## src/hdl/grc_pkg.sv

```systemverilog
// ----------------------------------------------------------------------------
// grc_pkg
// Shared types and constants of the grid ray caster column unit.
// ----------------------------------------------------------------------------
package grc_pkg;

  localparam int unsigned CFG_W  = 16;
  localparam int unsigned IDX_W  = 3;
  localparam int unsigned COL_W  = 11;
  localparam int unsigned CODE_W = 8;
  localparam int unsigned DIST_W = 16;
  localparam int unsigned ROW_W  = 11;
  localparam int unsigned SCR_W  = 12;
  localparam int unsigned DIV_W  = 32;  // dividend and quotient width
  localparam int unsigned DVS_W  = 17;  // divisor and remainder width
  localparam int unsigned TW     = 20;  // side distance numerators, Q.10
  localparam int unsigned RW     = 19;  // signed ray components, Q.14
  localparam int unsigned ABS_W  = 17;  // ray component magnitudes
  localparam int unsigned FRAC_W = 10;

  localparam logic [CODE_W-1:0] EMPTY_CODE = 8'd48;
  localparam logic [SCR_W-1:0]  MAX_HEIGHT = 12'd2048;

  localparam logic [CFG_W-1:0] RST_POS_X   = 16'd10240;
  localparam logic [CFG_W-1:0] RST_POS_Y   = 16'd10240;
  localparam logic [CFG_W-1:0] RST_DIR_X   = 16'hC000;
  localparam logic [CFG_W-1:0] RST_DIR_Y   = 16'd0;
  localparam logic [CFG_W-1:0] RST_PLANE_X = 16'd0;
  localparam logic [CFG_W-1:0] RST_PLANE_Y = 16'd10813;
  localparam logic [SCR_W-1:0] RST_WIDTH   = 12'd640;
  localparam logic [SCR_W-1:0] RST_HEIGHT  = 12'd480;

  typedef enum logic {
    CMD_WRITE = 1'b0,
    CMD_CAST  = 1'b1
  } grc_op_e;

  typedef enum logic [IDX_W-1:0] {
    REG_POS_X   = 3'd0,
    REG_POS_Y   = 3'd1,
    REG_DIR_X   = 3'd2,
    REG_DIR_Y   = 3'd3,
    REG_PLANE_X = 3'd4,
    REG_PLANE_Y = 3'd5,
    REG_WIDTH   = 3'd6,
    REG_HEIGHT  = 3'd7
  } grc_reg_e;

  // Commands from the controller to the datapath.
  typedef struct packed {
    logic accept;
    logic cam_start;
    logic cam_take;
    logic ray_load;
    logic walk_init;
    logic step;
    logic dist_start;
    logic dist_take;
    logic lh_start;
    logic push;
    logic push_esc;
  } grc_ctl_t;

  // Status from the datapath to the controller.
  typedef struct packed {
    logic cast_go;
    logic div_busy;
    logic escape;
    logic leave;
    logic hit;
    logic steps_done;
    logic out_free;
  } grc_sts_t;

endpackage

```

## src/hdl/grc_ctrl.sv

```systemverilog
// ----------------------------------------------------------------------------
// grc_ctrl
// Sequencer: camera division, ray setup, walk, distance, line height, result.
// ----------------------------------------------------------------------------
module grc_ctrl (
  input  logic                clk_i,
  input  logic                rst_ni,
  input  logic                in_valid_i,
  output logic                in_stall_o,
  input  grc_pkg::grc_sts_t   sts_i,
  output grc_pkg::grc_ctl_t   ctl_o
);

  typedef enum logic [3:0] {
    ST_IDLE, ST_CAM_GO, ST_CAM_WAIT, ST_CAM_FIX, ST_RAY, ST_INIT, ST_STEP, ST_CHECK,
    ST_DIST_GO, ST_DIST_WAIT, ST_LH_GO, ST_LH_WAIT, ST_PUSH, ST_PUSH_ESC
  } state_e;

  state_e state_q, state_d;
  logic   stall_q;

  always_comb begin
    state_d = state_q;
    ctl_o   = '0;
    case (state_q)
      ST_IDLE: begin
        ctl_o.accept = in_valid_i;
        if (in_valid_i && sts_i.cast_go) begin
          state_d = ST_CAM_GO;
        end
      end
      ST_CAM_GO: begin
        ctl_o.cam_start = 1'b1;
        state_d         = ST_CAM_WAIT;
      end
      ST_CAM_WAIT: begin
        if (!sts_i.div_busy) begin
          state_d = ST_CAM_FIX;
        end
      end
      ST_CAM_FIX: begin
        ctl_o.cam_take = 1'b1;
        state_d        = ST_RAY;
      end
      ST_RAY: begin
        ctl_o.ray_load = 1'b1;
        state_d        = ST_INIT;
      end
      ST_INIT: begin
        if (sts_i.escape) begin
          state_d = ST_PUSH_ESC;
        end else begin
          ctl_o.walk_init = 1'b1;
          state_d         = ST_STEP;
        end
      end
      ST_STEP: begin
        ctl_o.step = 1'b1;
        state_d    = sts_i.leave ? ST_PUSH_ESC : ST_CHECK;
      end
      ST_CHECK: begin
        if (sts_i.hit) begin
          state_d = ST_DIST_GO;
        end else if (sts_i.steps_done) begin
          state_d = ST_PUSH_ESC;
        end else begin
          state_d = ST_STEP;
        end
      end
      ST_DIST_GO: begin
        ctl_o.dist_start = 1'b1;
        state_d          = ST_DIST_WAIT;
      end
      ST_DIST_WAIT: begin
        if (!sts_i.div_busy) begin
          ctl_o.dist_take = 1'b1;
          state_d         = ST_LH_GO;
        end
      end
      ST_LH_GO: begin
        ctl_o.lh_start = 1'b1;
        state_d        = ST_LH_WAIT;
      end
      ST_LH_WAIT: begin
        if (!sts_i.div_busy) begin
          state_d = ST_PUSH;
        end
      end
      ST_PUSH: begin
        if (sts_i.out_free) begin
          ctl_o.push = 1'b1;
          state_d    = ST_IDLE;
        end
      end
      ST_PUSH_ESC: begin
        if (sts_i.out_free) begin
          ctl_o.push_esc = 1'b1;
          state_d        = ST_IDLE;
        end
      end
      default: state_d = ST_IDLE;
    endcase
  end

  always_ff @(posedge clk_i or negedge rst_ni) begin
    if (!rst_ni) begin
      state_q <= ST_IDLE;
      stall_q <= 1'b0;
    end else begin
      state_q <= state_d;
      stall_q <= state_d != ST_IDLE;
    end
  end

  assign in_stall_o = stall_q;

endmodule

```

## config.mk

```make
export PLATFORM = sky130hd
export DESIGN_NAME = grc_ctrl
export DESIGN_NICKNAME = d
export VERILOG_FILES = /design/src/hdl/grc_pkg.sv /design/src/hdl/grc_ctrl.sv
export SDC_FILE = /design/constraint.sdc
export NUM_CORES = 1
export LEC_CHECK = 0
export BUFFER_PORTS_ARGS = -buffer_cell sky130_fd_sc_hd__buf_2
export CAP_MARGIN = 10
export CELL_PAD_IN_SITES_DETAIL_PLACEMENT = 0
export CELL_PAD_IN_SITES_GLOBAL_PLACEMENT = 2
export CORE_MARGIN = 2
export CORE_UTILIZATION = 21
export DETAILED_ROUTE_END_ITERATION = 12
export PLACE_DENSITY = 0.74
export SYNTH_ARGS = -nofsm -noshare
export SYNTH_HDL_FRONTEND = slang
export SYNTH_SLANG_ARGS = --single-unit
```

## constraint.sdc

```tcl
create_clock -name clk_i -period 2.4 [get_ports clk_i]
set_input_delay 0.48 -clock clk_i [delete_from_list [all_inputs] [get_ports clk_i]]
set_output_delay 0.48 -clock clk_i [all_outputs]
set_load 0.05 [all_outputs]
```

# After elaboration in Yosys (flattened, before gate mapping)

Cells that the tools add are included.

Output and inout bits: 12
Input port bits: 10
Bits in writable memories: 0
Logic and storage cells: 43
Latch bits: 0
Memories: 0
ROM bits: 0
Bits in registers: 5

Reductions and logical operators: 4
Divide/modulo/power cells: 0
Add/subtract/negate cells: 0
Shift operators: 0
Eq/ne operators: 13
Multiplexer cells: 24
$mul: 0
Bitwise logic cells: 0
$lt $le $gt $ge: 0

Operators with widths:

| cell                                                            | count |
|---|---|
| 4-bit one-hot mux with 13 select lines                          | 1 |
| 4-bit 2-to-1 mux                                                | 9 |
| 4-bit == test, second input constant                            | 6 |
| 4-bit by 3-bit == test with 1-bit output, second input constant | 4 |
| 1-bit 2-to-1 mux                                                | 14 |
| 4-bit by 2-bit == test with 1-bit output, second input constant | 2 |
| 4-bit by 1-bit == test with 1-bit output, second input constant | 1 |
| 4-bit zero test                                                 | 1 |
| 4-bit nonzero test                                              | 1 |
| 2-bit OR reduction                                              | 1 |
| 1-bit logical AND                                               | 1 |

# Depth between registers and ports, before layout

Gate-level depths: netlist (run 1).

Word-level depth: 4
Gate-level depth with buffers: 5
Mapped depth without buffers: 5

# Least setup slack after synthesis (run 1)

OpenSTA, ideal clock, no wires.

Path kind: flip-flop to output port
Start point: register state_q[1]
End point: output ctl_o[3] (netlist name)
Data required time: 1.920 ns
Path slack: 0.126 ns
Buffers on the path: 0
Stages on the path, launching flop included: 3
Data arrival time: 1.794 ns
Cell sequence: dfrtp_1 or2b_2 nor3_1

RTL lines:

| element                  | RTL line        | source |
|---|---|---|
| start: declaration       | grc_ctrl.sv:19  | `state_e state_q, state_d;` |
| start signal: assignment | grc_ctrl.sv:110 | `state_q <= state_d;` |
| end: declaration         | grc_ctrl.sv:11  | `output grc_pkg::grc_ctl_t ctl_o` |

==> out/results.ini, run 1 <==
[synthesis]
synth_nets=67
ys_types=26
ys_seq_area_share_pct=29.33
synthesis.instances=57
yosysWarnings=0
ys_ff_latch=5
avgSynthCellArea_um2=7.485
syn_area_um2=426.7

[cts]
cts.clk_slew.worst_paths_ps=50
cts_tree=yes
cts_hold_buf=0
cts_made_buffers=3
clk_latency_ps=240
clockRootBuffer=clkbuf_4
cts_resized=0
cts_max_level=1
clock-sinks=5
clockBufferDepth=2
cts_setup_buffers=0

[worst_setup_path]
timing.rr.end=in_stall_o
crit_type=flip-flop to output port
required_ps=1920
end_kind=output port
rr_startpoint=state_q[0]
critPathBufInv=1
slowest_stage=dfrtp_1
reg2reg_slack_ps=400
cp-start-kind=flip-flop
critical_path_depth=3
crit_chain=or2b_2, nor3_1, buf_2
critPathTopFamily=flip-flops
crit_path_end=ctl_o[6]
reg2reg_depth=5
critPathMaxStageDelay_ps=600
cp_max_fo=15
cp-startpoint=state_q[0]
crit_arrival_ps=1680

[sta]
slew_viol_final=0
fmax_ghz=0.4635
setup_tns_ps=0
tightest_slew_ps=435.1
slew_headroom_pct=70.99
fin_skew_ps=3.616
setup_viol=0
finalHoldViolations=0
period_needed_ps=2157
period_share_pct=89.90
rsz0062_at_grt=no

[placed_design]
dp_hpwl_um=962.3
gp_congestion=0.7329
port_buffers=21

[cells_and_area]
fill_cells=216
regArea_um2=125.1
drive_above_1_share_pct=34.57
area_growth_pct=39.00
final_util_pct=30.54
multi_input_area_um2=272.8
nets=92
antennaDiodeCount=0

[power]
clkPwrFrac_pct=11.8
p_sw_uw=458.9
switching_share_pct=55.12
comb_power_share_pct=63.8
power_density_mw_per_mm2=1404
power_frac_seq_pct=24.4
ir_worst_vdd_mv=0.5191
power_leakage_nw=0.2779
p_int_uw=373.6
power_uw=832.5

[die]
die_h_um=49.08
core_area_mm2=0.001942
boundaryPins=22
start_util_pct=21.97
fp.dieW_um=49.08
fp-row-count=16
die-area_mm2=0.002408

[status]
status=completed

[route]
dr.pass1.iters=2
vias=506
drc=0
wl_per_cell_um=11.20
drtIter0Drc=2
drt_wl_total_um=1210
post_drt_via_cell_ratio=4.685
ant_nets=0

[worst_hold_path]
hp-class=input port to async pin

[global_route]
grt.total_usage_pct=10.90
grtUsageMet2_pct=18.02
use_met3_pct=3.067
grt_util_met1_pct=12.69
grt_pass1_wl_um=2056
antenna_found_initial=0
grt_overflow=0
grt_max_degree=16
grt_pass1_vias=485
busiest_layer=met2

[job]
max_cap_violations=0

==> per-stage QoR <==
step           hold WS, ps  setup WS (ps)  area (µm²)  std cells
4_1_cts              35.07          238.1       593.1        108
5_1_grt              30.68          143.6       593.1        108
3_5_place_dp         295.3          425.6       566.8        104
3_3_place_gp         294.6          400.3       566.8        104
2_1_floorplan        184.4          126.4       426.7         57
6_report             40.06          242.5       593.1        108
==> synthesized netlist by cell type <==
library cell,count,share of area [%]
or2b_2,1,2.1
a311oi_1,1,2.1
o21ai_0,3,3.5
o31ai_1,1,1.8
buf_4,1,1.8
o211ai_1,1,1.8
a22o_1,1,2.1
o21a_1,2,3.5
nor2_1,5,4.4
buf_2,2,2.3
nand2_1,3,2.6
or4_1,1,1.8
nand2b_1,3,4.4
nor3_1,7,8.2
clkbuf_1,1,0.88
a21oi_1,4,4.7
a211oi_1,1,1.8
or2b_1,1,1.8
inv_1,2,1.8
or4b_1,1,2.3
dfrtp_1,5,29
o22ai_1,3,4.4
nand3_1,2,2.3
and2_1,1,1.5
a211o_1,2,4.1
nor4_1,2,2.9
==> cells in the final DEF, fill, tap and decap left out, types with 2 or more instances in the layout <==
master / netlist / layout
a211o_1: 2 / 2
a21oi_1: 4 / 4
buf_2: 2 / 21
buf_4: 1 / 3
clkbuf_4: 0 / 3
dfrtp_1: 5 / 5
inv_1: 2 / 2
nand2_1: 3 / 3
nand2b_1: 3 / 3
nand3_1: 2 / 2
nor2_1: 5 / 5
nor3_1: 7 / 7
nor4_1: 2 / 2
o21a_1: 2 / 2
o21ai_0: 3 / 3
o22ai_1: 3 / 3
==> layout make-up <==
| class | count | share of cell area, % |
|---|---|---|
| Timing Repair Buffer | 24 | 21.52 |
| Tap cell | 27 | 5.696 |
| Clock buffer | 4 | 4.430 |
| Inverter | 2 | 1.266 |
| Multi-Input combinational cell | 46 | 45.99 |
| Sequential cell | 5 | 21.10 |
==> worst reg2reg max path: stages, from the launching register on <==
cell,delay [ps]
dfrtp_1,530
or2b_2,290
o22ai_1,100
a22o_1,250
a211o_1,230
or4_1,460
==> routing by layer <==
| metal | share of wire [%] | vias to the layer above |
|---|---|---|
| li1 | - | 266 |
| met1 | 47 | 228 |
| met3 | 3.0 | 2 |
| met5 | 0 | - |
| met4 | 0.66 | 0 |
| met2 | 49 | 10 |
==> flip-flops by register name, indices dropped and copies added, names as in the netlist <==
signal      flops
state_q         4
in_stall_o      1
==> logic make-up (layout without fill, tap and decap cells) <==
family                 count (synthesis)  after routing  share of synthesized area, %
DFF                                    5              5                         29.33
AOI/OAI and AO/OA                     19             19                         29.62
and+or+nand+nor                       27             27                         34.31
buffers and inverters                  6             30                         6.745
==> worst min-delay path by stage <==
| stage | to | slack (ps) |
|---|---|---|
| final | state_q[1] | 40 |
| after global routing | state_q[3] | 30 |
| after CTS | state_q[3] | 40 |
| after detailed placement | state_q[2] | 300 |
| after global placement | state_q[2] | 290 |
| after floorplan | in_stall_o | 180 |
==> power groups by stage <==
stage / clock, mW / combinational (mW) / sequential, mW
after floorplan: 0 / 0.435 / 0.174
after global placement: 0 / 0.547 / 0.204
after detailed placement: 0 / 0.537 / 0.201
after CTS: 0.101 / 0.539 / 0.201
after global routing: 0.107 / 0.584 / 0.212
final: 0.0979 / 0.531 / 0.203
(Power assumes the default switching activity.)
==> run 2, diff against run 1 <==
Settings changed: ABC_AREA set to 1, CORE_UTILIZATION 21 to 20.
==> run 2 against run 1 <==
Synthesized area is 14% higher. Via count increased by 12%. Non-clock buffer count down 3. Critical endpoint is now ctl_o[10].
==> out/results.ini, run 2 <==
[route]
dr.pass1.iters=4  ; +2
drtIter0Drc=12  ; +10
post_drt_via_cell_ratio=4.079  ; -13%
wl_per_cell_um=9.453  ; -16%
ant_nets=0  ; unchanged
drc=0  ; unchanged
drt_wl_total_um=1314  ; +8.6%
vias=567  ; +12%

[cells_and_area]
antennaDiodeCount=0  ; unchanged
nets=122  ; +33%
largest-register=state_q
final_cell_area_um2=659.4  ; +11%
stdcell_count=139  ; +29%
area_growth_pct=35.48
largest_reg_flops=4  ; unchanged
final_common_cell=buf_2
final_util_pct=29.25  ; -1.3 points
fill_cells=260  ; +20%
drive_above_1_share_pct=28.83  ; -5.7 points
layout_common_cells=buf_2, nand2_1, inv_1

[worst_setup_path]
crit_arrival_ps=1500  ; -180 ps
crit_chain=nor2_1, nand2_1, nor2_1, buf_2
cp_max_fo=6  ; -9
critPathBufInv=1  ; unchanged
cp-start-kind=flip-flop
critPathMaxStageDelay_ps=450  ; -150 ps
cpMostUsedCell=nor2_1
critPathTopFamily=simple AND/OR/NAND/NOR gates
slowest_stage=dfrtp_1
required_ps=1920  ; about the same
end_kind=output port
crit_type=flip-flop to output port

[cts]
cts_max_level=1  ; unchanged
clock-sinks=5  ; unchanged
clk_latency_ps=230  ; about the same
cts_setup_buffers=0  ; unchanged
cts_hold_buf=0  ; unchanged
cts_tree=yes
clockRootBuffer=clkbuf_4
clockBufferDepth=2  ; unchanged
cts_made_buffers=3  ; unchanged
cts_resized=0  ; unchanged
cts.clk_slew.worst_paths_ps=40  ; about the same

[worst_hold_path]
hp-class=input port to async pin

[global_route]
antenna_found_initial=0  ; unchanged
grt_pass1_vias=499  ; +2.9%
grt_pass1_wl_um=2070  ; +0.68%
grt_overflow=0  ; unchanged
use_met3_pct=0.8475  ; -2.2 points
grtUsageMet2_pct=17.28  ; -0.73 points
grt_max_degree=11  ; -5
busiest_layer=met2
grt.total_usage_pct=10.02  ; -0.88 points
grt_util_met1_pct=12.71  ; +0.022 points

[sta]
finalHoldViolations=0  ; unchanged
setup_slack_ps=418.8  ; +176.3 ps
slew_headroom_pct=76.07  ; +5.1 points
fin_skew_ps=1.113  ; -2.503 ps
slew_viol_final=0  ; unchanged
setup_viol=0  ; unchanged
period_needed_ps=1981  ; -176.3 ps
fmax_ghz=0.5047  ; +8.9%
rsz0062_at_grt=no
period_share_pct=82.55  ; -7.3 points
setup_tns_ps=0  ; unchanged
tightest_slew_ps=357.6  ; -77.56 ps

[die]
fp.dieW_um=53.33  ; +8.7%
die_h_um=53.33  ; +8.7%
core_area_mm2=0.002255  ; +16%
die-area_mm2=0.002844  ; +18%
fp-row-count=17  ; +1
boundaryPins=22  ; unchanged
start_util_pct=21.59  ; -0.38 points

[synthesis]
syn_area_um2=486.7  ; +14%
synth_ff_type=dfrtp_1
yosysMostFrequentCell=nand2_1
yosysWarnings=0  ; unchanged
synth_area_leader_cell=dfrtp_1
synth_edf_count=0  ; unchanged
avgSynthCellArea_um2=5.659  ; -24%
ys_ff_latch=5  ; unchanged
yosys-top-cells-area=dfrtp_1, nand2_1, inv_1
synthTopCellsByCount=nand2_1, inv_1, nor2_1
synthesis.instances=86  ; +51%
ys_seq_area_share_pct=25.71  ; -3.6 points
synth_nets=96  ; +43%
ys_types=15  ; -42%
async_flop_share_pct=100.0  ; unchanged
synth_top_area_share_pct=25.71  ; -3.6 points

[placed_design]
dp_cells=135  ; +30%
gp_congestion=0.6954  ; -5.1%
dp_hpwl_um=1147  ; +19%
dpl_cell_area_um2=633.1  ; +12%
preCtsSetupSlack_ps=651.4  ; +225.8 ps
port_buffers=21  ; unchanged

[power]
power_leakage_nw=0.4238  ; +52%
power_density_mw_per_mm2=1296  ; -7.7%
ir_worst_vdd_mv=0.3081  ; -41%

[job]
max_cap_violations=0  ; unchanged

[status]
status=completed

## run 2: changes by cell type after synthesis, sizes merged, moves of 4 or more
cell   change
a21oi      -4
inv       +18
nand2     +19
nand3     +10
nor2      +13
nor3       -5
## run 2: cell type report
class	instances	area (µm²)	area share, %
sequential	5	125.1	18.98
timing repair buffer	21	105.1	15.94
multi-input combinational	61	292.8	44.40
inverter	20	75.07	11.39
tap	28	35.03	5.313
clock buffer	4	26.28	3.985
## run 2: cells by family (layout without fill, tap and decap cells)
| group | count (synthesis) | count (layout) | synth area share [%] |
|---|---|---|---|
| simple gates | 58 | 58 | 55.78 |
| flops | 5 | 5 | 25.71 |
| buf+inv | 20 | 45 | 15.42 |
| compound gates | 3 | 3 | 3.084 |
## run 2: worst paths after layout
kind | start | end | slack (ps) | cells after the start
max | state_q[3] | ctl_o[10] | 420 | 4
min | rst_ni | state_q[0] | 50 | 1
max reg2reg | state_q[3] | in_stall_o | 1020 | 6
min reg2reg | state_q[0] | state_q[0] | 720 | 5
max in group asynchronous | rst_ni | state_q[3] | 2230 | 1
min in group clk_i | sts_i[6] | state_q[0] | 580 | 5
## run 2: through the flow
stage / power, mW / hold slack [ps]
after global routing: 0.9471 / 50.49
after floorplan: 0.6306 / 184.4
after detailed placement: 0.7696 / 297.0
final: 0.8547 / 48.84
after global placement: 0.7754 / 293.7
after CTS: 0.8688 / 46.37
## run 2: report_power, final
group          leakage, nW  switching (mW)  internal [mW]
Clock               0.0150          0.0297         0.0626
Combinational        0.349           0.436          0.148
Sequential          0.0594          0.0548          0.124
## run 2: routing by layer
metal | part of all wire [%] | wire [µm]
met1 | 48 | 626
met4 | 0 | 0
met2 | 47 | 624
met5 | 0 | 0
met3 | 4.8 | 63
## run 2: worst register-to-register path: stages (launching register included)
cell	delay (ps)
dfrtp_1	450
nor2_1	340
o21ai_0	150
nand2_1	70
nand3_1	60
nor2_1	140
nand2_1	70
==> run 3, diff against run 2 <==
Settings changed: ABC_AREA 1 to 0, CORE_UTILIZATION 20 to 21.
Clock period 2.4 ns to 2 ns, I/O delays scaled along.
==> run 3 against run 2 <==
Sequential power grew 21%. Flip-flop and latch count is the same. Via count shrank 8.6%. Hold slack gained 460 ps. Critical path type is now flip-flop to flip-flop. Critical endpoint is now in_stall_o. Largest cell class unchanged. Largest power group unchanged. Highest routed layer unchanged.
==> out/results.ini, run 3 (same netlist as run 1, synthesis figures left out) <==
[status]
status=completed

[sta]
fin_skew_ps=4.322  ; +3.209 ps
slew_headroom_pct=81.67  ; +5.6 points
period_share_pct=93.65
period_needed_ps=1873
slew_viol_final=0  ; unchanged
tightest_slew_ps=272.5  ; -85.09 ps
finalHoldViolations=0  ; unchanged
setup_slack_ps=126.9  ; -291.9 ps
setup_viol=0  ; unchanged
setup_tns_ps=0  ; unchanged
fmax_ghz=0.5339
rsz0062_at_grt=no

[cells_and_area]
largest_reg_flops=4  ; unchanged
antennaDiodeCount=0  ; unchanged
final_common_cell=buf_2
fill_cells=215  ; -17%
drive_above_1_share_pct=41.67  ; +13 points
area_growth_pct=49.85
final_cell_area_um2=639.4  ; -3.0%
layout_common_cells=buf_2, nor2_1, buf_4
stdcell_count=111  ; -20%
nets=95  ; -22%
largest-register=state_q

[cts]
cts_setup_buffers=0  ; unchanged
cts_max_level=1  ; unchanged
clk_latency_ps=240  ; about the same
clockBufferDepth=2  ; unchanged
cts.clk_slew.worst_paths_ps=40  ; about the same
cts_tree=yes
clockRootBuffer=clkbuf_4
clock-sinks=5  ; unchanged
cts_made_buffers=3  ; unchanged

[die]
die-area_mm2=0.002408  ; -15%
boundaryPins=22  ; unchanged
fp-row-count=16  ; -1
fp.dieW_um=49.08  ; -8.0%
core_area_mm2=0.001942  ; -14%
die_h_um=49.08  ; -8.0%
start_util_pct=21.97  ; +0.38 points

[route]
post_drt_via_cell_ratio=4.667  ; +14%
drt_wl_total_um=1239  ; -5.7%
drtIter0Drc=9  ; -3
wl_per_cell_um=11.16  ; +18%
dr.pass1.iters=4  ; unchanged
drc=0  ; unchanged
vias=518  ; -8.6%
ant_nets=0  ; unchanged

[worst_setup_path]
slowest_stage=dfrtp_1
critPathBufInv=0  ; -1
crit_type=flip-flop to flip-flop
critPathTopFamily=simple AND/OR/NAND/NOR gates
required_ps=2100  ; +180 ps
cp_max_fo=9  ; +3
critPathMaxStageDelay_ps=470  ; +20 ps
cp-start-kind=flip-flop
end_kind=flip-flop
crit_arrival_ps=1980  ; +480 ps
crit_chain=nand2b_1, or4b_1, o31ai_1, a211o_1, or4_1

[placed_design]
preCtsSetupSlack_ps=153.3  ; -498.1 ps
dp_cells=106  ; -21%
port_buffers=21  ; unchanged
gp_congestion=0.7902  ; +14%
dpl_cell_area_um2=601.8  ; -4.9%
dp_hpwl_um=1003  ; -13%

[global_route]
antenna_found_initial=0  ; unchanged
grt_pass1_wl_um=2118  ; +2.3%
grt.total_usage_pct=10.57  ; +0.55 points
grt_pass1_vias=499  ; unchanged
grt_max_degree=13  ; +2
grt_overflow=0  ; unchanged

[power]
power_leakage_nw=0.2981  ; -30%
power_density_mw_per_mm2=1643  ; +27%
ir_worst_vdd_mv=0.5804  ; +88%

[job]
max_cap_violations=0  ; unchanged

[worst_hold_path]
hp-class=input port to async pin

## run 3: changes by cell type in the layout (fill, tap and decap cells not counted), sizes merged, moves of 3 or more
cell,change
a21oi,+4
buf,+5
inv,-18
nand2,-19
nand2b,+3
nand3,-10
nor2,-13
nor3,+5
o22ai,+3
## run 3: final cells by class
cell class,instances,area [µm²],share of cell area [%]
multi-input cells,46,292.8,45.79
repair buffers,27,152.6,23.87
flip-flops and latches,5,126.4,19.77
well taps,27,33.78,5.284
clock buffers,4,26.28,4.110
inverters,2,7.507,1.174
## run 3: where the power goes
group	internal (mW)	switching, mW	total (mW)	leakage (nW)
Combinational	0.256	0.465	0.721	0.225
Clock	0.0752	0.0381	0.113	0.0150
Sequential	0.149	0.0668	0.216	0.0578
Total	0.480	0.570	1.05	0.298
## run 3: through the flow
stage | power [mW] | util [%] | hold slack, ps
after detailed placement | 0.9358 | 30.99 | 213.6
after CTS | 1.053 | 32.86 | 502.0
after global placement | 0.9491 | 30.99 | 211.5
after global routing | 1.130 | 32.93 | 522.3
after floorplan | 0.7520 | - | 104.4
final | 1.050 | 32.93 | 511.8
## run 3: per-layer routing
metal  vias to the layer above  GRT usage [%]  wire length (µm)
li1                        267              -                 -
met1                       240          13.23               552
met2                        11          18.92               635
met3                         0         0.6135                51
met4                         0          3.810                 0
met5                         -              0                 0
## run 3: path summary, 6_finish.rpt
check,cells past startpoint,slack [ps],end,start
min,2,510,in_stall_o,rst_ni
max in group asynchronous,2,1350,state_q[2],rst_ni
max reg2reg,5,130,in_stall_o,state_q[3]
min in group clk_i,3,510,state_q[0],sts_i[6]
max,5,130,in_stall_o,state_q[3]
min reg2reg,2,770,state_q[0],state_q[0]
## run 3: timing repair
action | 4_1_cts | 5_1_grt
hold endpoints to repair | 5 | 0
hold buffers | 1 | 0
endpoints found under the setup margin | 0 | 1
gates resized for setup | 0 | 1
